<file path="config.mk">
export PLATFORM = sky130hd
export DESIGN_NAME = cscv_ctrl
export DESIGN_NICKNAME = d
export VERILOG_FILES = /design/src/clock_second_chance_victim_defines.svh /design/src/cscv_pkg.sv /design/src/cscv_ctrl.sv
export SDC_FILE = /design/constraint.sdc
export NUM_CORES = 1
export LEC_CHECK = 0
export BUFFER_PORTS_ARGS = -buffer_cell sky130_fd_sc_hd__buf_2
export CORE_MARGIN = 4
export CORE_UTILIZATION = 49
export DETAILED_ROUTE_END_ITERATION = 8
export PLACE_DENSITY = 0.94
export SETUP_SLACK_MARGIN = 0.2
export SLEW_MARGIN = 10
export SYNTH_ARGS = -nofsm -noshare
export SYNTH_HDL_FRONTEND = slang
export SYNTH_SLANG_ARGS = --single-unit
</file>
<file path="constraint.sdc">
create_clock -name clk -period 3.1 [get_ports clk]
set_input_delay 0.62 -clock clk [delete_from_list [all_inputs] [get_ports clk]]
set_output_delay 0.62 -clock clk [all_outputs]
set_load 0.005 [all_outputs]
</file>
<file path="src/clock_second_chance_victim_defines.svh">
// Assertion macros shared by the clock second-chance victim selector.
// Depends on nothing; included by the top level only.
`ifndef CLOCK_SECOND_CHANCE_VICTIM_DEFINES_SVH
`define CLOCK_SECOND_CHANCE_VICTIM_DEFINES_SVH

// Same-cycle implication, disabled while reset is active
`define CSCV_ASSERT_NOW(label, clk, rst_n, ante, cons, msg) \
    label: assert property (@(posedge clk) disable iff (!rst_n) (ante) |-> (cons)) \
        else $error(msg);

// Next-cycle implication, disabled while reset is active
`define CSCV_ASSERT_NEXT(label, clk, rst_n, ante, cons, msg) \
    label: assert property (@(posedge clk) disable iff (!rst_n) (ante) |=> (cons)) \
        else $error(msg);

`endif

</file>
<file path="src/cscv_pkg.sv">
// Shared types and constants of the clock second-chance victim selector.
// Depends on nothing; used by cscv_ctrl, cscv_dp and the top level.
package cscv_pkg;

    localparam int DEFAULT_CAPACITY = 64;
    localparam int DEFAULT_KEY_BITS = 64;

    localparam int KEY_W   = 64;
    localparam int COUNT_W = 7;

    typedef enum logic [1:0] {
        OP_TRACK   = 2'd0,
        OP_UNTRACK = 2'd1,
        OP_TOUCH   = 2'd2,
        OP_SELECT  = 2'd3
    } op_t;

    typedef enum logic [1:0] {
        ST_DONE = 2'd0,
        ST_MISS = 2'd1,
        ST_FULL = 2'd2
    } status_t;

    // Memory read address source
    typedef enum logic [1:0] {
        RD_IDX,
        RD_NEXT,
        RD_CURSOR
    } rd_sel_t;

    // Memory write address and data source
    typedef enum logic [1:0] {
        WR_APPEND,
        WR_SET_REF,
        WR_CLR_REF,
        WR_SHIFT
    } wr_sel_t;

    // Commands from controller to datapath
    typedef struct packed {
        logic    start;
        logic    idx_inc;
        logic    rd_en;
        rd_sel_t rd_sel;
        logic    visit;
        logic    wr_en;
        wr_sel_t wr_sel;
        logic    count_inc;
        logic    count_dec;
        logic    victim_load;
        logic    res_load;
        status_t res_status;
        logic    res_victim;
    } cmd_t;

    // Status from datapath to controller
    typedef struct packed {
        logic at_end;
        logic match;
        logic ref_set;
        logic shift_end;
        logic full;
        logic empty;
        logic sweep_done;
    } sts_t;

endpackage

</file>
<file path="src/cscv_ctrl.sv">
// Controller of the victim selector: sequences search, shift and sweep over the memory.
// Depends on cscv_pkg; drives cscv_dp through cmd_t and owns the handshakes.
module cscv_ctrl (
    input  logic              clk,
    input  logic              rst_n,
    input  logic              in_valid,
    output logic              in_ready,
    input  logic [1:0]        opcode,
    output logic              out_valid,
    input  logic              out_ready,
    input  cscv_pkg::sts_t    sts,
    output cscv_pkg::cmd_t    cmd
);
    import cscv_pkg::*;

    typedef enum logic [2:0] {
        IDLE,
        SRCH_RD,
        SRCH_CMP,
        SHIFT_RD,
        SHIFT_WR,
        SEL_RD,
        SEL_CHK,
        FINISH
    } state_t;

    state_t  state_reg, state_next;
    op_t     op_reg, op_next;
    status_t res_reg, res_next;
    logic    hit_reg, hit_next;
    logic    out_valid_reg, out_valid_next;
    logic    accept;

    assign in_ready  = (state_reg == IDLE);
    assign out_valid = out_valid_reg;
    assign accept    = in_valid && in_ready;

    // Decode state into datapath commands and next state
    always_comb
    begin
        state_next     = state_reg;
        op_next        = op_reg;
        res_next       = res_reg;
        hit_next       = hit_reg;
        out_valid_next = out_valid_reg;
        cmd            = '0;
        cmd.rd_sel     = RD_IDX;
        cmd.wr_sel     = WR_SHIFT;
        cmd.res_status = res_reg;
        cmd.res_victim = hit_reg;

        if (out_valid_reg && out_ready)
        begin
            out_valid_next = 1'b0;
        end

        unique case (state_reg)
            IDLE:
            begin
                if (accept)
                begin
                    cmd.start = 1'b1;
                    op_next   = op_t'(opcode);
                    hit_next  = 1'b0;
                    res_next  = ST_MISS;
                    if (op_t'(opcode) == OP_SELECT)
                    begin
                        state_next = sts.empty ? FINISH : SEL_RD;
                    end
                    else
                    begin
                        state_next = SRCH_RD;
                    end
                end
            end
            SRCH_RD:
            begin
                if (sts.at_end)
                begin
                    // Key absent
                    state_next = FINISH;
                    if (op_reg == OP_TRACK)
                    begin
                        if (sts.full)
                        begin
                            res_next = ST_FULL;
                        end
                        else
                        begin
                            cmd.wr_en     = 1'b1;
                            cmd.wr_sel    = WR_APPEND;
                            cmd.count_inc = 1'b1;
                            res_next      = ST_DONE;
                        end
                    end
                end
                else
                begin
                    cmd.rd_en  = 1'b1;
                    cmd.rd_sel = RD_IDX;
                    state_next = SRCH_CMP;
                end
            end
            SRCH_CMP:
            begin
                if (sts.match)
                begin
                    unique case (op_reg)
                        OP_UNTRACK:
                        begin
                            state_next = SHIFT_RD;
                        end
                        OP_TOUCH:
                        begin
                            cmd.wr_en  = 1'b1;
                            cmd.wr_sel = WR_SET_REF;
                            res_next   = ST_DONE;
                            state_next = FINISH;
                        end
                        default:
                        begin
                            // Duplicate track
                            state_next = FINISH;
                        end
                    endcase
                end
                else
                begin
                    cmd.idx_inc = 1'b1;
                    state_next  = SRCH_RD;
                end
            end
            SHIFT_RD:
            begin
                if (sts.shift_end)
                begin
                    cmd.count_dec = 1'b1;
                    res_next      = ST_DONE;
                    state_next    = FINISH;
                end
                else
                begin
                    cmd.rd_en  = 1'b1;
                    cmd.rd_sel = RD_NEXT;
                    state_next = SHIFT_WR;
                end
            end
            SHIFT_WR:
            begin
                cmd.wr_en   = 1'b1;
                cmd.wr_sel  = WR_SHIFT;
                cmd.idx_inc = 1'b1;
                state_next  = SHIFT_RD;
            end
            SEL_RD:
            begin
                if (sts.sweep_done)
                begin
                    // Every visited bit was set
                    state_next = FINISH;
                end
                else
                begin
                    cmd.rd_en  = 1'b1;
                    cmd.rd_sel = RD_CURSOR;
                    cmd.visit  = 1'b1;
                    state_next = SEL_CHK;
                end
            end
            SEL_CHK:
            begin
                if (sts.ref_set)
                begin
                    cmd.wr_en  = 1'b1;
                    cmd.wr_sel = WR_CLR_REF;
                    state_next = SEL_RD;
                end
                else
                begin
                    cmd.victim_load = 1'b1;
                    hit_next        = 1'b1;
                    res_next        = ST_DONE;
                    state_next      = FINISH;
                end
            end
            FINISH:
            begin
                // Hand the result to the output register once it is free
                if (!out_valid_reg || out_ready)
                begin
                    cmd.res_load   = 1'b1;
                    out_valid_next = 1'b1;
                    state_next     = IDLE;
                end
            end
            default:
            begin
                state_next = IDLE;
            end
        endcase
    end

    always_ff @(posedge clk or negedge rst_n)
    begin
        if (!rst_n)
        begin
            state_reg     <= IDLE;
            op_reg        <= OP_TRACK;
            res_reg       <= ST_MISS;
            hit_reg       <= 1'b0;
            out_valid_reg <= 1'b0;
        end
        else
        begin
            state_reg     <= state_next;
            op_reg        <= op_next;
            res_reg       <= res_next;
            hit_reg       <= hit_next;
            out_valid_reg <= out_valid_next;
        end
    end

endmodule

</file>
==> parameters.txt, run 1 <==
Parameter                              Value

Floorplanning
  Num rows ... 13
  Vertical die dimension ... 45.9 um
  Starting utilization of the core area ... 0.527
  Area of the core region ... around 0.0013 sq mm
  Horizontal die dimension ... between 40 and 50 um
  Area enclosed by the die boundary ... between 0.002 and 0.0025 sq mm
  I/O pin count ... 31

Logic synthesis
  Largest family of logic cells by synthesized area ... simple AND/OR/NAND/NOR gates
  Async set or reset register ratio after synthesis ... 1.00
  Number of unique standard cell types used by synthesis ... 36
  Fraction of the mapped netlist area in compound gates ... 0.240
  Synthesized area ... approximately 700 sq um
  Post-synthesis instance total ... between 80 and 90
  Top_reg_cell synth ... sky130_fd_sc_hd__dfrtp_1
  Multiplexer share of the synthesized area ... 0.0534
  Adder-cell share of the synthesized area ... 0
  Post-synthesis xor/xnor area fraction ... 0
  Register area share after synthesis ... 0.322
  #FFs+latches synth ... 9
  Simple logic cell fraction of the synthesized area ... 0.326
  Synthesis Warnings ... 0
  Synth Area per Inst ... roughly 8.1 sq um
  Number of enable flip-flop cells after synthesis ... 0
  Number of nets produced by synthesis ... 100

Setup path
  Critical path cell sequence ... nand2b_1 -> nor3_1 -> a31oi_1 -> buf_2
  Nature of the critical path startpoint ... flop
  Slowest cell on the critical path ... sky130_fd_sc_hd__dfrtp_1
  Data arrival time of the critical path ... approximately 1700 ps
  Number of buffer and inverter stages on the critical path ... 1
  Setup CP Type ... flop to output port
  Required time of the critical path ... 2480 ps
  Start of the worst register-to-register path ... state_reg[2]$_DFFE_PN0P_
  Kind of end point of the critical path ... output port
  Crit path max fanout ... 20
  Crit path launch ... state_reg[0]$_DFFE_PN0P_
  Family with the most delay on the worst path ... flip-flops
  Critical Path Max Stage Delay ... about 730 ps

Routing
  Overall via count from detail_route ... 750
  Via density per instance ... approximately 5.8
  Per-cell routed wire length ... 13.3 um
  Remaining number of nets flagged by the antenna check after routing ... 0
  Number of search-and-repair iterations in the first detailed-routing pass ... 4
  Top routing layer used ... met3
  Wire length on met1 ... 739 um
  DRC errors left ... 0
  Wire length on met2 ... a little over 800 um
  Routed wire length ... between 1500 and 2000 um
  First DRT Iteration DRCs ... 30
  Met3 Routed Length ... 156 um

Clock tree
  CTS buffer count ... 3
  Setup Fix Bufs, Post-CTS ... 0
  Maximum clock path buffer count ... 2
  Hold buffer count at CTS ... 0
  Sinks on the clock net ... 9
  Post-CTS resize count ... 0
  Depth of the CTS H-tree ... 1
  CTS clock-pin slew for the worst setup and hold paths ... around 60 ps
  CTS tree ... built
  Clk root buf ... sky130_fd_sc_hd__clkbuf_4
  Clk Latency, worst-skew pair ... 250 ps

Run
  Max Cap Violations ... 0

Timing
  Minimum period implied by the final worst setup slack ... about 2300 ps
  Headroom to the max-slew limit ... 0.579
  RSZ-0062 raised after global routing ... no
  Fin worst setup slack ... around 760 ps
  Hold violation total from the final report ... 0
  Count of endpoints failing setup in the final report ... 0
  Worst-case clock skew ... 3.67 ps
  Worst-Margin Slew ... roughly 630 ps
  Max-slew violations ... 0
  Fraction of the cycle the final worst path needs ... 0.754
  Maximum clock rate ... 428 MHz
  Final hold slack ... 212 ps
  Setup_tns ... 0 ps

Global route
  Wire length of the first global-routing pass ... about 3000 um
  Maximum number of pins on one net before global-route repair ... 24
  Total congestion overflow ... 0
  Number of global-route vias before repair ... 660
  Initial antenna violation count ... 0
  Combined global-route utilization of all metal layers ... 0.186

Pwr
  Peak supply drop ... around 0.37 mV
  Total power divided by cell area ... 944 mW/mm^2
  Static leakage ... around 0.00043 uW

Placed design
  Placer's final routability congestion estimate ... between 0.8 and 0.9
  Area after detailed placement ... around 840 sq um
  Placement Setup Slack ... about 800 ps
  Placed wire-length estimate ... approximately 1400 um
  Inst Count DP ... roughly 130
  Port Buffers ... 30

Final layout
  Final standard cell count with taps included and fillers excluded ... 129
  Flip-flop count of the largest register after layout ... 3
  Share of layout cells above drive strength 1 ... 0.360
  Total non-filler cell area in the finished layout ... about 870 sq um
  Antenna diodes ... 0
  Final Net Count ... 128
  Area added between synthesis and finish ... 23.5%

Outcome
  Status ... completed

Hold path
  Hold crit path type ... input pin to asynchronous set/reset pin
==> power breakdown <==
group	leakage (uW)	switching, uW	internal, uW
Combinational	0.000305	223	230
Sequential	0.000106	102	180
Clock	0.0000150	36.2	49.3
Total	0.000426	361	459
==> through the flow <==
step                total power, uW   util
finish                          820  0.651
CTS                             824  0.651
global route                    908  0.651
detailed placement              733  0.631
global placement                713  0.631
floorplan                       601      -
==> layout make-up <==
cell class | instances | area [sq um]
Inverter | 1 | 3.75
Timing Repair Buffer | 31 | 158
Fill cell | 110 | 465
Sequential cell | 9 | 226
Multi-Input combinational cell | 69 | 435
Tap cell | 15 | 18.8
Clock buffer | 4 | 26.3
==> synthesized netlist by cell type (2+ instances only) <==
cell type,n,area share
sky130_fd_sc_hd__nand3b_1,2,0.021
sky130_fd_sc_hd__mux2_2,2,0.032
sky130_fd_sc_hd__nor2b_1,2,0.018
sky130_fd_sc_hd__nand2_1,6,0.032
sky130_fd_sc_hd__buf_2,3,0.021
sky130_fd_sc_hd__nor3_1,4,0.028
sky130_fd_sc_hd__a31oi_1,3,0.027
sky130_fd_sc_hd__buf_1,3,0.016
sky130_fd_sc_hd__a21o_1,2,0.021
sky130_fd_sc_hd__o22a_1,2,0.025
sky130_fd_sc_hd__nand3_1,2,0.014
sky130_fd_sc_hd__nand2b_1,5,0.044
sky130_fd_sc_hd__a21oi_1,4,0.028
sky130_fd_sc_hd__and3b_1,2,0.025
sky130_fd_sc_hd__nor2_1,12,0.064
sky130_fd_sc_hd__dfrtp_1,8,0.28
sky130_fd_sc_hd__and2_1,2,0.018
sky130_fd_sc_hd__o21ai_0,5,0.036
==> worst reg2reg max path: cells and delay by family, from the launching register on <==
kind | cells | cell delay [ps]
flip-flops | 1 | 750
AND/OR/NAND/NOR | 2 | 440
multiplexers | 1 | 330
AO/OA/AOI/OAI | 1 | 130
==> final timing paths <==
| kind | slack (ps) | depth (start not counted) | to |
|---|---|---|---|
| max | 760 | 4 | cmd[7] |
| min | 210 | 1 | out_valid$_DFF_PN0_ |
| max reg2reg | 1330 | 4 | res_reg[1]$_DFFE_PN0P_ |
| min reg2reg | 490 | 2 | hit_reg$_DFFE_PN0P_ |
| max in group asynchronous | 2630 | 1 | res_reg[0]$_DFFE_PN1P_ |
| min in group clk | 490 | 2 | hit_reg$_DFFE_PN0P_ |
==> cell usage in the layout, fill, tap and decap left out, drive strengths merged, types with 2 or more instances in the layout <==
| master | count |
|---|---|
| and2 | 2 |
| dfrtp | 8 |
| o21ai | 6 |
| buf | 31 |
| nand2b | 5 |
| a31oi | 3 |
| nor3 | 4 |
| nand3 | 2 |
| mux2 | 3 |
| o22a | 2 |
| clkbuf | 4 |
| nand2 | 6 |
| a21oi | 4 |
| nor2 | 12 |
| nand3b | 2 |
| and3b | 2 |
| nor2b | 2 |
| a21o | 2 |
==> kinds of logic after synthesis <==
logic type,count (synthesis)
flip-flops,9
AND/OR/NAND/NOR,42
buffers and inverters,9
AO/OA/AOI/OAI,24
multiplexers,3
==> per-layer routing <==
metal | GRT usage | vias up
li1 | - | 369
met1 | 0.250 | 348
met2 | 0.299 | 33
met3 | 0.0435 | 0
met4 | 0.0455 | 0
met5 | 0 | -
No activity file was read; power rests on OpenSTA's default activity.
==> inputs of run 2 (changes only) <==
CORE_UTILIZATION = 45   (was 49)
PLACE_DENSITY = 0.89   (was 0.94)
clock period = 2.2 ns   (was 3.1 ns; I/O delays follow)
==> run 2 against run 1 <==
Sequential power is 35% higher; power increased by 51%; first-iteration DRC count fell by 57%; worst hold slack worse by 190 ps; critical path type unchanged; critical endpoint is now cmd[8].
==> parameters.txt, run 2 (synthesis gave the netlist of run 1 again) <==
Parameter                              Value

Setup path
  Nature of the critical path startpoint ... flop
  Kind of end point of the critical path ... output port
  Setup CP Type ... flop to output port
  Required time of the critical path ... 1760 ps (-720 ps)
  Data arrival time of the critical path ... 1670 ps (-50 ps)
  Crit path max fanout ... 3 (-85%)

Timing
  Hold violation total from the final report ... 0 (unchanged)
  Count of endpoints failing setup in the final report ... 0 (unchanged)
  Final hold slack ... 21.0 ps (-191 ps)
  RSZ-0062 raised after global routing ... yes
  Max-slew violations ... 0 (unchanged)
  Worst-Margin Slew ... 461 ps (-171 ps)
  Headroom to the max-slew limit ... 0.690 (+0.111)
  Worst-case clock skew ... 1.81 ps (-1.86 ps)
  Fraction of the cycle the final worst path needs ... 0.957
  Maximum clock rate ... roughly 470 MHz
  Minimum period implied by the final worst setup slack ... ~2100 ps
  Setup_tns ... 0 ps (unchanged)

Routing
  Number of search-and-repair iterations in the first detailed-routing pass ... 4 (unchanged)
  DRC errors left ... 0 (unchanged)
  Overall via count from detail_route ... 769 (+2.5%)
  Remaining number of nets flagged by the antenna check after routing ... 0 (unchanged)
  Via density per instance ... 5.78 (-0.55%)
  Per-cell routed wire length ... 14.1 um (+5.6%)
  Routed wire length ... 1870 um (+8.8%)
  First DRT Iteration DRCs ... 13 (-57%)

Placed design
  Placer's final routability congestion estimate ... 0.793 (-3.4%)
  Placed wire-length estimate ... 1390 um (+2.5%)
  Port Buffers ... 30 (unchanged)

Clock tree
  CTS tree ... built
  Maximum clock path buffer count ... 2 (unchanged)
  CTS clock-pin slew for the worst setup and hold paths ... 60 ps (about the same)
  Clk root buf ... sky130_fd_sc_hd__clkbuf_4
  CTS buffer count ... 3 (unchanged)
  Clk Latency, worst-skew pair ... 260 ps (about the same)
  Sinks on the clock net ... 9 (unchanged)
  Depth of the CTS H-tree ... 1 (unchanged)

Pwr
  Total power divided by cell area ... 1350 mW/mm^2 (+43%)
  Overall Power ... 1240 uW (+51%)
  Peak supply drop ... 0.846 mV (+130%)
  Static leakage ... 0.000442 uW (+3.9%)

Final layout
  Antenna diodes ... 0 (unchanged)
  Final Net Count ... 131 (+2.3%)
  Flip-flop count of the largest register after layout ... 3 (unchanged)
  Share of layout cells above drive strength 1 ... 0.427 (+0.0677)
  Area added between synthesis and finish ... 30.4%
  Most common cell after layout, fill and taps aside ... sky130_fd_sc_hd__buf_2
  Final core utilization ... 0.616 (-0.0351)
  Leading cell types in the layout, fill and taps excluded ... sky130_fd_sc_hd__buf_2 (30), sky130_fd_sc_hd__nor2_1 (11), sky130_fd_sc_hd__dfrtp_1 (6)

Floorplanning
  Vertical die dimension ... 47.5 um (+3.6%)
  Starting utilization of the core area ... 0.472 (-0.0549)
  Horizontal die dimension ... 47.5 um (+3.6%)
  Area of the core region ... 0.00149 sq mm (+12%)
  Area enclosed by the die boundary ... 0.00226 sq mm (+7.3%)
  Num rows ... 14 (+1)
  I/O pin count ... 31 (unchanged)

Hold path
  Hold crit path type ... input pin to asynchronous set/reset pin

Global route
  Initial antenna violation count ... 0 (unchanged)
  Combined global-route utilization of all metal layers ... 0.184 (-0.00196)
  Maximum number of pins on one net before global-route repair ... 22 (-8.3%)
  Number of global-route vias before repair ... 695 (+5.3%)
  Wire length of the first global-routing pass ... 2960 um (+0.95%)
  Total congestion overflow ... 0 (unchanged)

Outcome
  Status ... completed

Run
  Max Cap Violations ... 0 (unchanged)
run 2: power breakdown:
| part | switching, uW | total, uW | internal [uW] |
|---|---|---|---|
| Sequential | 122 | 380 | 258 |
| Combinational | 365 | 731 | 366 |
| Clock | 57.8 | 128 | 69.9 |
run 2: area by class of cell:
cell class                      instances  area (sq um)
Inverter                                1          3.75
Sequential cell                         9           229
Clock buffer                            4          26.3
Timing Repair Buffer                   34           180
Fill cell                             125           572
Tap cell                               16          20.0
Multi-Input combinational cell         69           458
run 2: final timing paths:
kind                       slack (ps)  cells past startpoint                  endpoint             startpoint
max in group asynchronous        1930                      1    res_reg[0]$_DFFE_PN1P_                  rst_n
min                                20                      1  state_reg[1]$_DFFE_PN0P_                  rst_n
min in group clk                  450                      2     op_reg[0]$_DFFE_PN0P_              opcode[0]
min reg2reg                       500                      2       hit_reg$_DFFE_PN0P_    hit_reg$_DFFE_PN0P_
max                                90                      5                    cmd[8]  op_reg[0]$_DFFE_PN0P_
max reg2reg                       550                      4    res_reg[1]$_DFFE_PN0P_  op_reg[0]$_DFFE_PN0P_
run 2: worst max-delay path, cell delays in order (launching register included):
cell and delay [ps]:
sky130_fd_sc_hd__dfrtp_1 400, sky130_fd_sc_hd__or4b_4 560, sky130_fd_sc_hd__nor2_4 100, sky130_fd_sc_hd__nand2_2 60, sky130_fd_sc_hd__a21o_1 160, sky130_fd_sc_hd__buf_2 120
run 2: timing repair:
item                       in CTS  in global routing
setup endpoints to repair       5                 10
resized for setup               0                  7
hold endpoints to repair        0                  0
buffers inserted                1                  0
pin swaps                       0                  1
hold buffers                    0                  0
run 2: layer usage:
layer,up-vias,routed length [um],global-route usage
met2,32,964,0.332
met5,-,0,0
met1,353,774,0.218
li1,380,-,-
met3,4,114,0.0338
met4,0,19,0.0645
run 2: per-stage QoR:
step | setup slack (ps) | std cells | cell area (sq um)
floorplan | 501 | 87 | 703
global placement | 308 | 128 | 858
detailed placement | 294 | 128 | 858
CTS | 107 | 133 | 892
global route | 52.5 | 133 | 917
finish | 93.9 | 133 | 917
